`config.mk`:
```
export PLATFORM = sky130hd
export DESIGN_NAME = gkn_front
export DESIGN_NICKNAME = d
export VERILOG_FILES = /design/src/hw/rtl/gkn_pkg.sv /design/src/hw/rtl/gkn_front.sv
export SDC_FILE = /design/constraint.sdc
export NUM_CORES = 1
export LEC_CHECK = 0
export ABC_AREA = 1
export BUFFER_PORTS_ARGS = -buffer_cell sky130_fd_sc_hd__buf_2
export CAP_MARGIN = 5
export CORE_MARGIN = 1
export CORE_UTILIZATION = 35
export CTS_CLUSTER_DIAMETER = 80
export DETAILED_ROUTE_END_ITERATION = 10
export GPL_TIMING_DRIVEN = 0
export HOLD_SLACK_MARGIN = 0.08
export PLACE_DENSITY_LB_ADDON = 0.12
export RECOVER_POWER = 25
export SLEW_MARGIN = 40
export SYNTH_ARGS = -nofsm -noshare
export SYNTH_HDL_FRONTEND = slang
export SYNTH_SLANG_ARGS = --single-unit
export TNS_END_PERCENT = 100
```
`constraint.sdc`:
```
create_clock -name i_clk -period 8.5 [get_ports i_clk]
set_input_delay 2.55 -clock i_clk [delete_from_list [all_inputs] [get_ports i_clk]]
set_output_delay 2.55 -clock i_clk [all_outputs]
set_load 0.05 [all_outputs]
```
`src/hw/rtl/gkn_pkg.sv`:
```
// Package for the greedy keypoint suppression block.
// Holds the request and result types, internal command and state codes and constants.
// Depends on nothing.
package gkn_pkg;

    localparam int DefMaxCandidates = 1024;
    localparam int MaxCellCols = 128;
    localparam int MaxCellRows = 64;
    localparam int CfgDataW = 22;

    localparam logic [0:0] CfgThreshold = 1'd0;
    localparam logic [0:0] CfgRadiusSq = 1'd1;

    localparam logic FuncLoad = 1'b0;
    localparam logic FuncFetch = 1'b1;

    typedef struct packed {
        logic func;
        logic [6:0] cell_x;
        logic [5:0] cell_y;
        logic [5:0] sub_index;
        logic signed [15:0] score;
        logic last;
    } t_in_item;

    typedef struct packed {
        logic found;
        logic [9:0] pix_x;
        logic [8:0] pix_y;
        logic signed [15:0] key_score;
        logic final_key;
        logic overflow;
    } t_out_item;

    typedef enum logic [1:0] {
        CMD_CAND,
        CMD_SKIP,
        CMD_FETCH
    } t_cmd_kind;

    typedef struct packed {
        t_cmd_kind kind;
        logic last;
        logic signed [15:0] score;
        logic [9:0] x;
        logic [8:0] y;
    } t_cmd;

    typedef struct packed {
        logic supp;
        logic signed [15:0] score;
        logic [9:0] x;
        logic [8:0] y;
    } t_entry;

    typedef enum logic {
        PH_LOAD,
        PH_FETCH
    } t_phase;

    typedef enum logic [3:0] {
        BK_IDLE,
        BK_INS_RD,
        BK_INS_EV,
        BK_INS_WR,
        BK_LAST,
        BK_WI_RD,
        BK_WI_EV,
        BK_WJ_RD,
        BK_WJ_EV,
        BK_FS_RD,
        BK_FS_EV,
        BK_FM_RD,
        BK_FM_EV
    } t_bk_state;

endpackage

```
`src/hw/rtl/gkn_front.sv`:
```
// Front part: accepts requests, classifies them and queues commands for the back part.
// Depends on gkn_pkg.
module gkn_front (
    input  logic                i_clk,
    input  logic                i_rst_n,
    input  logic                push,
    output logic                full,
    input  gkn_pkg::t_in_item   i_in,
    input  logic signed [15:0]  i_threshold,
    output logic                o_q_valid,
    output gkn_pkg::t_cmd       o_q_head,
    input  logic                i_q_pop
);
    import gkn_pkg::*;

    t_cmd r_q [2];
    logic r_wp, r_rp;
    logic [1:0] r_cnt;
    t_cmd cmd;
    logic take;
    logic in_range;

    assign full = (r_cnt == 2'd2);
    assign take = push && !full;
    assign o_q_valid = (r_cnt != 2'd0);
    assign o_q_head = r_q[r_rp];

    always_comb begin
        in_range = (32'(i_in.cell_x) < MaxCellCols) && (32'(i_in.cell_y) < MaxCellRows);
        cmd.last = i_in.last;
        cmd.score = i_in.score;
        cmd.x = {i_in.cell_x, i_in.sub_index[2:0]};
        cmd.y = {i_in.cell_y, i_in.sub_index[5:3]};
        if (i_in.func == FuncFetch) begin
            cmd.kind = CMD_FETCH;
        end else if (in_range && (i_in.score > i_threshold)) begin
            cmd.kind = CMD_CAND;
        end else begin
            cmd.kind = CMD_SKIP;
        end
    end

    always_ff @(posedge i_clk) begin
        if (take) begin
            r_q[r_wp] <= cmd;
        end
    end

    always_ff @(posedge i_clk) begin
        if (!i_rst_n) begin
            r_wp <= 1'b0;
            r_rp <= 1'b0;
            r_cnt <= 2'd0;
        end else begin
            if (take) begin
                r_wp <= !r_wp;
            end
            if (i_q_pop) begin
                r_rp <= !r_rp;
            end
            r_cnt <= r_cnt + 2'(take) - 2'(i_q_pop);
        end
    end

endmodule

```
==> run summary <==
Hold Path Cell Cnt -> 2
Crit Path Max Fanout -> 10
DP HPWL -> 4520 µm
Num CTS Buffers -> 9
Antenna Nets Post-Route -> 0
RD Place Congestion -> 0.666
Root Driver -> clkbuf_8
Post-synthesis cell type count -> 23
DP Worst Slack -> 4.55 ns
Max Cap Violations -> 0
Seq/Total Area, Yosys -> 68.9%
Post-route clock skew -> 0.0117 ns
Area leader, netlist -> edfxtp_1
Top-Level Pins -> 97
Vias per cell -> 4.35
Worst Setup Path Type -> flop to output pin
Synthesized cell area -> 3460 µm²
Post-CTS setup buffers -> 0
Die width -> 101 µm
YS warnings -> 0
Synth top area cells -> edfxtp_1 66%, mux2_1 12%, ha_1 6.5%
Antenna cell count -> 0
Clk sinks -> 81
DIE AREA -> 10300 µm²
WL/cell -> 13.0 µm
Final hold viol count -> 0
FF-to-FF path depth -> 8
Most frequent cells in the layout -> 86 x buf_2, 76 x edfxtp_1, 38 x mux2_1
Final period util -> 50.3%
Worst Hold Class -> flop to flop
Final Power -> 0.00101 W
1st-pass router iterations -> 4
# setup viols final -> 0
Required @ worst endpoint -> 5.95 ns
Status -> finished clean
Post-CTS Resized -> 0
Pwr dens -> 228 nW/µm²
Final setup TNS -> 0 ns
Highest Clock Rate -> 0.234 GHz
CTS tree -> built
Final worst slack -> 4.23 ns
Core region area -> 9420 µm²
Final Util -> 46.9%
Total grt overflow -> 0
#FFs+latches synth -> 81
RSZ-0062 raised after global routing -> false
Routed WL -> 6080 µm
I/O Buffers -> 96
Slew at the pin with the worst max-slew slack -> 0.438 ns
Largest net degree at the start of global routing -> 17
Max Slew Vio Count -> 0
Cell area after layout -> 4420 µm²
Critical Path Sink Type -> output pin
Nets -> 409
P_leak -> 1.83 nW
Share of the synthesized area in the top cell type -> 66.0%
Clk buf depth -> 2
Maximum vdd drop -> 0.0000790 V
Hold Buf Count CTS -> 0
Crit path arrival time -> 1.72 ns
Share of layout cells above drive strength 1 -> 36.3%
Drt first-iter violations -> 25
H-tree lvl count -> 3
Critical Path Start Type -> flop
Layout Area Growth over Synthesis -> 27.8%
First-pass GRT wire length -> 9320 µm
Worst-path clk slew -> 0.09 ns
Syn Nets -> 298
Final min period -> 4.27 ns
Synth Area per Inst -> 15.5 µm²
Initial antenna violation count -> 0
Slew headroom -> 70.7%
Placed Area -> 4220 µm²
Vias in the first global route -> 1957
Commonest non-fill, non-tap cell in the layout -> buf_2
Cell count after synthesis -> 223
Num rows -> 35
Starting Density -> 36.7%
DR DRC count -> 0
Clk Latency, worst-skew pair -> 0.34 ns
Die H -> 101 µm
Vias -> 2037
Tot GR Track Use -> 12.5%
[final timing paths]
check             startpoint           end  slack (ns)
setup / recovery        flop  o_q_head[30]        4.23
hold / removal          r_rp          flop        0.50
setup reg to reg    r_cnt[1]      r_cnt[1]        6.89
hold reg to reg         r_rp          flop        0.50
[power breakdown]
| part | internal (W) | total, W | switching, W |
|---|---|---|---|
| Clock | 0.000141 | 0.000278 | 0.000136 |
| Sequential | 0.000481 | 0.000490 | 0.00000897 |
| Combinational | 0.0000716 | 0.000241 | 0.000169 |
[kinds of logic (layout without fill, tap and decap cells)]
kind of cell	Yosys count	after routing	share of synthesized area, %
AO/OA/AOI/OAI	13	13	2.32
XOR/XNOR	1	1	0.253
adder cells (fa/ha/maj)	18	18	6.52
buffers and inverters	33	149	4.09
flip-flops	81	81	68.9
multiplexers	38	38	12.4
AND/OR/NAND/NOR	39	39	5.50
[worst max-delay path, cell delays in order (launching register included)]
cell and delay (ns):
dfxtp_1 0.33, buf_2 0.28, buf_6 0.21, mux2_1 0.35, buf_2 0.22
[area by class of cell]
| cell class | instances | area [µm²] |
|---|---|---|
| inverter | 29 | 109 |
| clock inverter | 4 | 32.5 |
| tap | 129 | 161 |
| buffer | 4 | 32.5 |
| sequential | 81 | 2380 |
| clock buffer | 12 | 176 |
| fill | 886 | 5000 |
| multi-input combinational | 109 | 947 |
| timing repair buffer | 100 | 576 |
[metal layers]
metal	global-route usage, %	up-vias	routed length, µm
met5	0	-	0
met4	6.35	0	112
met3	3.59	9	396
met2	20.9	65	2890
met1	14.8	943	2680
li1	-	1020	-
[flip-flops by register name, summed over array words and instances, names as in the netlist, named ones only]
| register | count |
|---|---|
| r_cnt | 2 |
| r_q | 76 |
| r_rp | 1 |
| r_wp | 1 |
[cell usage after synthesis]
master,count
nand2_1,18
nand2_2,4
edfxtp_1,76
a21oi_1,5
ha_1,18
nor3_1,1
a21oi_2,3
buf_2,2
nand3_1,3
xnor2_1,1
inv_2,2
o21ai_2,1
dfxtp_1,5
mux2_1,38
nand4_1,2
or2_1,1
o21ai_1,4
inv_1,27
buf_6,2
nor2_2,1
nor3_4,1
nand3_2,1
nor2_1,7
[per-stage QoR]
step                cells  hold WS, ns
floorplan             223        0.463
global placement      448        0.476
detailed placement    452        0.486
CTS                   468        0.507
global route          468        0.544
finish                468        0.502
No activity file was read; power rests on OpenSTA's default activity.
